[src/design/omefc_pkg.sv]
// ----------------------------------------------------------------------------
// omefc_pkg
// Shared widths, coefficients, command types and the micro-program of the
// outer and middle ear filter cascade.
// ----------------------------------------------------------------------------
package omefc_pkg;

    localparam int STATE_W    = 48;
    localparam int COEF_W     = 32;
    localparam int IN_W       = 32;
    localparam int OUT_W      = 48;
    localparam int ACC_W      = 84;
    localparam int PART_W     = STATE_W / 2;
    localparam int PROD_W     = PART_W + 1 + COEF_W;
    localparam int FRAC_SHIFT = 30;
    localparam int ATT_SHIFT  = 50;
    localparam int IN_SHIFT   = 16;
    localparam int CFG_IDX_W  = 3;
    localparam int N_STEPS    = 28;
    localparam int STEP_W     = $clog2(N_STEPS);

    localparam logic [STEP_W-1:0] LAST_STEP = STEP_W'(N_STEPS - 1);

    localparam logic signed [COEF_W-1:0] GAIN_RST = 32'sd1909412977;
    localparam logic signed [COEF_W-1:0] HP_B0    = 32'sd1040862072;
    localparam logic signed [COEF_W-1:0] HP_B1    = -32'sd2081724144;
    localparam logic signed [COEF_W-1:0] HP_A1    = -32'sd2080717075;
    localparam logic signed [COEF_W-1:0] HP_A2    = 32'sd1008989389;
    localparam logic signed [COEF_W-1:0] LP_A1    = -32'sd1073067172;
    localparam logic signed [COEF_W-1:0] LP_B     = 32'sd674652;
    localparam logic signed [COEF_W-1:0] ATT_Q50  = 32'sd562949953;

    typedef enum logic [CFG_IDX_W-1:0] {
        CFG_CONCHA_B0   = 3'd0,
        CFG_CONCHA_A1   = 3'd1,
        CFG_CONCHA_A2   = 3'd2,
        CFG_CONCHA_GAIN = 3'd3,
        CFG_CANAL_B0    = 3'd4,
        CFG_CANAL_A1    = 3'd5,
        CFG_CANAL_A2    = 3'd6,
        CFG_CANAL_GAIN  = 3'd7
    } t_cfg_idx;

    typedef enum logic [1:0] {
        OP_NOP,
        OP_MAC,
        OP_LOAD,
        OP_FIN
    } t_op;

    typedef enum logic [4:0] {
        SRC_X, SRC_C, SRC_E, SRC_R, SRC_EO, SRC_AR, SRC_V, SRC_D,
        SRC_CIN1, SRC_COUT0, SRC_COUT1,
        SRC_NIN1, SRC_NOUT0, SRC_NOUT1,
        SRC_SIN0, SRC_SIN1, SRC_SOUT0, SRC_SOUT1
    } t_src;

    typedef enum logic [3:0] {
        CF_CB0, CF_CA1, CF_CA2, CF_CGAIN,
        CF_NB0, CF_NA1, CF_NA2, CF_NGAIN,
        CF_HPB0, CF_HPB1, CF_HPA1, CF_HPA2,
        CF_LPB, CF_LPA1, CF_ATT
    } t_coef;

    typedef enum logic [2:0] {
        DST_C, DST_E, DST_R, DST_EO, DST_AR, DST_V, DST_D
    } t_dst;

    typedef struct packed {
        t_op   op;
        t_src  src;
        t_coef coef;
        logic  neg;
        logic  sh50;
        t_dst  dst;
    } t_uop;

    typedef struct packed {
        t_uop uop;
        logic hi;
        logic push;
        logic take_in;
    } t_cmd;

    function automatic t_uop mk(input t_op op, input t_src src, input t_coef coef,
                                input logic neg, input logic sh50, input t_dst dst);
        t_uop u;
        u.op   = op;
        u.src  = src;
        u.coef = coef;
        u.neg  = neg;
        u.sh50 = sh50;
        u.dst  = dst;
        return u;
    endfunction

    // A result written by a finish step is never read by the step right after
    // it, since the write goes through the multiplier-stage registers first.
    function automatic t_uop prog(input logic [STEP_W-1:0] step);
        t_uop u;
        u = mk(OP_NOP, SRC_X, CF_CB0, 1'b0, 1'b0, DST_C);
        case (step)
            5'd0:  u = mk(OP_MAC,  SRC_X,     CF_CB0,   1'b0, 1'b0, DST_C);
            5'd1:  u = mk(OP_MAC,  SRC_CIN1,  CF_CB0,   1'b1, 1'b0, DST_C);
            5'd2:  u = mk(OP_MAC,  SRC_COUT0, CF_CA1,   1'b1, 1'b0, DST_C);
            5'd3:  u = mk(OP_MAC,  SRC_COUT1, CF_CA2,   1'b1, 1'b0, DST_C);
            5'd4:  u = mk(OP_FIN,  SRC_X,     CF_CB0,   1'b0, 1'b0, DST_C);
            5'd5:  u = mk(OP_LOAD, SRC_X,     CF_CB0,   1'b0, 1'b0, DST_C);
            5'd6:  u = mk(OP_MAC,  SRC_C,     CF_CGAIN, 1'b0, 1'b0, DST_C);
            5'd7:  u = mk(OP_FIN,  SRC_X,     CF_CB0,   1'b0, 1'b0, DST_E);
            5'd8:  u = mk(OP_MAC,  SRC_NIN1,  CF_NB0,   1'b1, 1'b0, DST_E);
            5'd9:  u = mk(OP_MAC,  SRC_NOUT0, CF_NA1,   1'b1, 1'b0, DST_E);
            5'd10: u = mk(OP_MAC,  SRC_NOUT1, CF_NA2,   1'b1, 1'b0, DST_E);
            5'd11: u = mk(OP_MAC,  SRC_E,     CF_NB0,   1'b0, 1'b0, DST_E);
            5'd12: u = mk(OP_FIN,  SRC_X,     CF_CB0,   1'b0, 1'b0, DST_R);
            5'd13: u = mk(OP_LOAD, SRC_E,     CF_CB0,   1'b0, 1'b0, DST_R);
            5'd14: u = mk(OP_MAC,  SRC_R,     CF_NGAIN, 1'b0, 1'b0, DST_R);
            5'd15: u = mk(OP_FIN,  SRC_X,     CF_CB0,   1'b0, 1'b0, DST_EO);
            5'd16: u = mk(OP_NOP,  SRC_X,     CF_CB0,   1'b0, 1'b0, DST_EO);
            5'd17: u = mk(OP_MAC,  SRC_EO,    CF_ATT,   1'b0, 1'b0, DST_AR);
            5'd18: u = mk(OP_FIN,  SRC_X,     CF_CB0,   1'b0, 1'b1, DST_AR);
            5'd19: u = mk(OP_MAC,  SRC_SIN0,  CF_HPB1,  1'b0, 1'b0, DST_V);
            5'd20: u = mk(OP_MAC,  SRC_SIN1,  CF_HPB0,  1'b0, 1'b0, DST_V);
            5'd21: u = mk(OP_MAC,  SRC_SOUT0, CF_HPA1,  1'b1, 1'b0, DST_V);
            5'd22: u = mk(OP_MAC,  SRC_SOUT1, CF_HPA2,  1'b1, 1'b0, DST_V);
            5'd23: u = mk(OP_MAC,  SRC_AR,    CF_HPB0,  1'b0, 1'b0, DST_V);
            5'd24: u = mk(OP_FIN,  SRC_X,     CF_CB0,   1'b0, 1'b0, DST_V);
            5'd25: u = mk(OP_MAC,  SRC_D,     CF_LPA1,  1'b1, 1'b0, DST_D);
            5'd26: u = mk(OP_MAC,  SRC_V,     CF_LPB,   1'b0, 1'b0, DST_D);
            5'd27: u = mk(OP_FIN,  SRC_X,     CF_CB0,   1'b0, 1'b0, DST_D);
            default: u = mk(OP_NOP, SRC_X,    CF_CB0,   1'b0, 1'b0, DST_C);
        endcase
        return u;
    endfunction

endpackage

[src/design/omefc_ctrl.sv]
// ----------------------------------------------------------------------------
// omefc_ctrl
// Sequencer: walks the micro-program once per sample and tracks the result
// register's handshake.
// ----------------------------------------------------------------------------
module omefc_ctrl (
    input  logic              i_clk,
    input  logic              i_rst_n,
    input  logic              i_in_valid,
    output logic              o_in_ready,
    output logic              o_out_valid,
    input  logic              i_out_ready,
    output omefc_pkg::t_cmd   o_cmd
);
    import omefc_pkg::*;

    typedef enum logic [1:0] {
        S_IDLE = 2'b01,
        S_RUN  = 2'b10
    } t_state;

    t_state              r_state, n_state;
    logic [STEP_W-1:0]   r_step, n_step;
    logic                r_half, n_half;
    logic                r_out_valid, n_out_valid;
    logic                r_fin_pend, n_fin_pend;

    t_uop                uop;
    logic                is_last;
    logic                stall;
    logic                issue;

    always_comb begin
        uop     = prog(r_step);
        is_last = (r_step == LAST_STEP);
        // The last finish overwrites the result register, so it waits until
        // the previous result is gone or leaves in this cycle.
        stall   = is_last && r_out_valid && !i_out_ready;
        issue   = (r_state == S_RUN) && !stall;

        o_in_ready  = (r_state == S_IDLE);
        o_out_valid = r_out_valid;

        o_cmd         = '0;
        o_cmd.uop     = uop;
        o_cmd.uop.op  = issue ? uop.op : OP_NOP;
        o_cmd.hi      = r_half;
        o_cmd.push    = is_last;
        o_cmd.take_in = i_in_valid && o_in_ready;
    end

    always_comb begin
        n_state = r_state;
        n_step  = r_step;
        n_half  = r_half;
        case (r_state)
            S_IDLE: begin
                if (i_in_valid) begin
                    n_state = S_RUN;
                    n_step  = '0;
                    n_half  = 1'b0;
                end
            end
            S_RUN: begin
                if (issue) begin
                    if (uop.op == OP_MAC && !r_half) begin
                        n_half = 1'b1;
                    end else begin
                        n_half = 1'b0;
                        if (is_last) begin
                            n_state = S_IDLE;
                        end else begin
                            n_step = r_step + 1'b1;
                        end
                    end
                end
            end
            default: begin
                n_state = S_IDLE;
            end
        endcase

        n_fin_pend  = issue && is_last;
        n_out_valid = r_out_valid;
        if (r_out_valid && i_out_ready) begin
            n_out_valid = 1'b0;
        end
        if (r_fin_pend) begin
            n_out_valid = 1'b1;
        end
    end

    always_ff @(posedge i_clk) begin
        if (!i_rst_n) begin
            r_state     <= S_IDLE;
            r_step      <= '0;
            r_half      <= 1'b0;
            r_out_valid <= 1'b0;
            r_fin_pend  <= 1'b0;
        end else begin
            r_state     <= n_state;
            r_step      <= n_step;
            r_half      <= n_half;
            r_out_valid <= n_out_valid;
            r_fin_pend  <= n_fin_pend;
        end
    end

    a_fin_slot_free: assert property (@(posedge i_clk) disable iff (!i_rst_n)
        (o_cmd.uop.op == OP_FIN && o_cmd.push) |-> (!r_out_valid || i_out_ready))
        else $error("final finish issued while the result register is held");

    // The final finish is issued and registered in r_fin_pend, which then sets result valid.
    a_valid_from_fin: assert property (@(posedge i_clk) disable iff (!i_rst_n)
        $rose(r_out_valid) |-> $past(issue && is_last, 2))
        else $error("result valid rose without a final finish");

    a_fin_sets_valid: assert property (@(posedge i_clk) disable iff (!i_rst_n)
        r_fin_pend |=> r_out_valid)
        else $error("result valid missing after final finish");

    a_half_on_mac: assert property (@(posedge i_clk) disable iff (!i_rst_n)
        r_half |-> (r_state == S_RUN && prog(r_step).op == OP_MAC))
        else $error("upper half outside a multiply step");

endmodule

[config.mk]
export PLATFORM = sky130hd
export DESIGN_NAME = omefc_ctrl
export DESIGN_NICKNAME = d
export VERILOG_FILES = /design/src/design/omefc_pkg.sv /design/src/design/omefc_ctrl.sv
export SDC_FILE = /design/constraint.sdc
export NUM_CORES = 1
export LEC_CHECK = 0
export BUFFER_PORTS_ARGS = -buffer_cell sky130_fd_sc_hd__buf_4
export CAP_MARGIN = 0
export CORE_MARGIN = 2
export CORE_UTILIZATION = 59
export DETAILED_ROUTE_END_ITERATION = 10
export HOLD_SLACK_MARGIN = 0.03
export PLACE_DENSITY = 0.8
export SLEW_MARGIN = 15
export SYNTH_ARGS = -nofsm -noshare
export SYNTH_HDL_FRONTEND = slang
export SYNTH_SLANG_ARGS = --single-unit
[constraint.sdc]
create_clock -name i_clk -period 6.9 [get_ports i_clk]
set_clock_uncertainty 0.1 [all_clocks]
set_input_delay 0.69 -clock i_clk [delete_from_list [all_inputs] [get_ports i_clk]]
set_output_delay 0.69 -clock i_clk [all_outputs]
set_load 0.01 [all_outputs]
==> summary.txt <==
Run status
  – Outcome: finished, final reports clean

Yosys
  – Synthesized cell area: 1480 sq um
  – Main synth FF type: dfxtp_1
  – Netlist cell types: 46
  – Synth Net Count: 177
  – Top post-synthesis cells by area: dfxtp_1 (35%), buf_4 (9.1%), a21oi_1 (5.1%), ha_1 (5.1%), nor2_1 (3.5%)
  – Largest family of logic cells by synthesized area: simple AND/OR/NAND/NOR gates
  – Asr flop ratio synth: 0%
  – Top cells by count, synth: dfxtp_1 (26), buf_4 (18), a21oi_1 (15)
  – EDFF count, synth: 0
  – Yosys warns: 0
  – Post-Synth XOR/XNOR Area: 1.77%
  – Sequential-to-total area share from yosys stat: 35.1%
  – Compound-gate portion of the synthesized area: 17.0%
  – Multiplexer area fraction after synthesis: 4.38%
  – Area leader, netlist: dfxtp_1
  – Post-Syn Instances: around 170
  – Most common cell in the synthesized netlist: dfxtp_1
  – Adder-cell share of the synthesized area: 5.06%
  – Synth Register Bits: 26
  – Share of the synthesized area in the top cell type: 35.1%
  – Mean Syn Cell Area: 8.89 sq um
  – Post-Synth Simple-Gate Area: 21.8%

Drt
  – Initial DRC Count: 26
  – Routed vias: 1163
  – Drt first pass iters: 4
  – Residual DRC count: 0
  – ANT nets after route: 0
  – Routed len/inst: 14.0 microns
  – DR vias/cell: 5.79
  – Routed WL: 2810 microns

Power
  – LEAKAGE: 0.661 nW
  – Worst vdd rail ir drop: 0.000123 V
  – Pwr/cell area: 171 nW/um^2

Floorplanning
  – Die H: 54.2 microns
  – Die width: 54.2 microns
  – Initial core utilization: 61.0%
  – # IOs: 25
  – Core box area: 2430 sq um
  – Die area: 2930 sq um
  – Cell row count: 18

Global route
  – Tot GR Track Use: 21.4%
  – Vias in the first global route: ~1000
  – Global route total overflow: 0
  – Largest net degree at the start of global routing: 25
  – Initial antenna violation count: 0
  – First-pass GRT wire length: ~4500 microns

Placed design
  – Global placement routability congestion: a little under 0.9
  – Hpwl dp: 2030 microns
  – IO buf count: 24
  – Placed cells: a little under 200
  – Worst slack at placement: 4.06 ns

Timing
  – Relative slew slack: between 40% and 50%
  – Setup violators final: 0
  – Final Hold Viols: 0
  – Final Cycle Share: 39.0%
  – RSZ-0062 raised after global routing: false
  – Minimum clock period: 2.69 ns
  – Actual slew at the worst max-slew pin: about 0.76 ns
  – Fmax achieved: 372 MHz
  – Final WS setup: between 4 and 5 ns
  – Max-slew violations: 0
  – Final sum of negative setup slack: 0 ns

Setup path
  – Top cell family by delay on the critical path: multiplexers
  – Slowest stage delay, CP: 0.61 ns
  – Critical path class: reg2reg
  – Setup slack, reg-to-reg: 4.21 ns
  – Crit path launch type: flop
  – Crit path max fanout: 13
  – CP cell instances: ha_1 > and4b_1 > nor3b_2 > mux2i_2 > inv_2 > nor2_1 > mux2i_1 > o21ai_1
  – WP data arrival: 2.82 ns
  – Slowest cell on the critical path: mux2i_2
  – CP Buf/Inv Count: 1
  – Critical Path End Type: flop
  – Worst EP required: approximately 7 ns

Layout
  – Final #Nets: between 150 and 200
  – N_diodes: 0
  – Non-filler cells, final: 201
  – Final Core Density: 64.4%
  – Layout cells sized above 1: 25.1%
  – Area delta synth->final: 5.48%

Clock tree
  – Setup bufs post-CTS: 0
  – Clk sink count: 26
  – CTS buffer count: 3
  – CTS tree: yes
  – Clock slew at reported path FFs: 0.14 ns
  – Clock root cell: clkbuf_4
  – H-tree depth: 1
  – Clock latency at the later pin of the worst-skew pair: 0.32 ns
  – Hold_buf cts: 0
  – CTS resizes: 0
  – Clk buf depth: 2

Flow run
  – Max-Cap Viols: 0

Hold path
  – Tightest Hold Check Type: reg2reg
worst paths after layout:
check,from,to,depth (start not counted)
max,r_step[0],uop[6],8
min,r_fin_pend,o_out_valid,1
max reg2reg,r_step[0],uop[6],8
min reg2reg,r_fin_pend,o_out_valid,1
per-stage QoR:
step / area, sq um / total power [mW] / hold slack, ns
after CTS: 1570 / 0.271 / 0.380
after global routing: 1570 / 0.277 / 0.403
after global placement: 1510 / 0.166 / 0.325
after floorplan: 1480 / 0.161 / 0.318
final: 1570 / 0.267 / 0.374
after detailed placement: 1510 / 0.166 / 0.341
cells by family after synthesis:
logic type | after synthesis
flip-flops | 26
AND/OR/NAND/NOR | 55
XOR/XNOR | 3
adder cells (fa/ha/maj) | 6
AO/OA/AOI/OAI | 40
buffers and inverters | 31
multiplexers | 6
power breakdown:
| part | switching (mW) | internal (mW) |
|---|---|---|
| combinational | 0.00531 | 0.00519 |
| clock | 0.0458 | 0.0588 |
| sequential | 0.00113 | 0.151 |
state kept, by name, indices dropped and copies added (netlist names):
| name | flops |
|---|---|
| o_out_valid | 1 |
| r_fin_pend | 1 |
| r_state | 2 |
| uop | 16 |
| r_half | 1 |
| r_step | 5 |
cell usage in the layout (no fill, tap or decap), types with 4 or more instances in the layout:
master	synthesis	final
and3_1	4	4
ha_1	6	6
and2_1	4	4
nand2_1	9	9
nand3_1	4	4
dfxtp_1	26	26
a21oi_1	15	15
nor2_1	14	14
mux2i_1	4	4
buf_4	18	24
o21ai_1	7	7
inv_1	4	4
area by class of cell:
type                       count  area [sq um]
tap                           30          37.5
multi-input combinational    110           743
clock inverter                 1          30.0
clock buffer                   3          22.5
fill                         215           867
timing repair buffer          24           180
inverter                       7          31.3
sequential                    26           520
per-layer routing:
layer | wire [microns] | global-route usage (%) | vias up
met5 | 0 | 0 | -
met4 | 39 | 10.8 | 0
met3 | 191 | 3.89 | 4
met2 | 1300 | 31.1 | 48
met1 | 1290 | 29.9 | 539
li1 | - | - | 572
No activity file was read; power rests on OpenSTA's default activity.
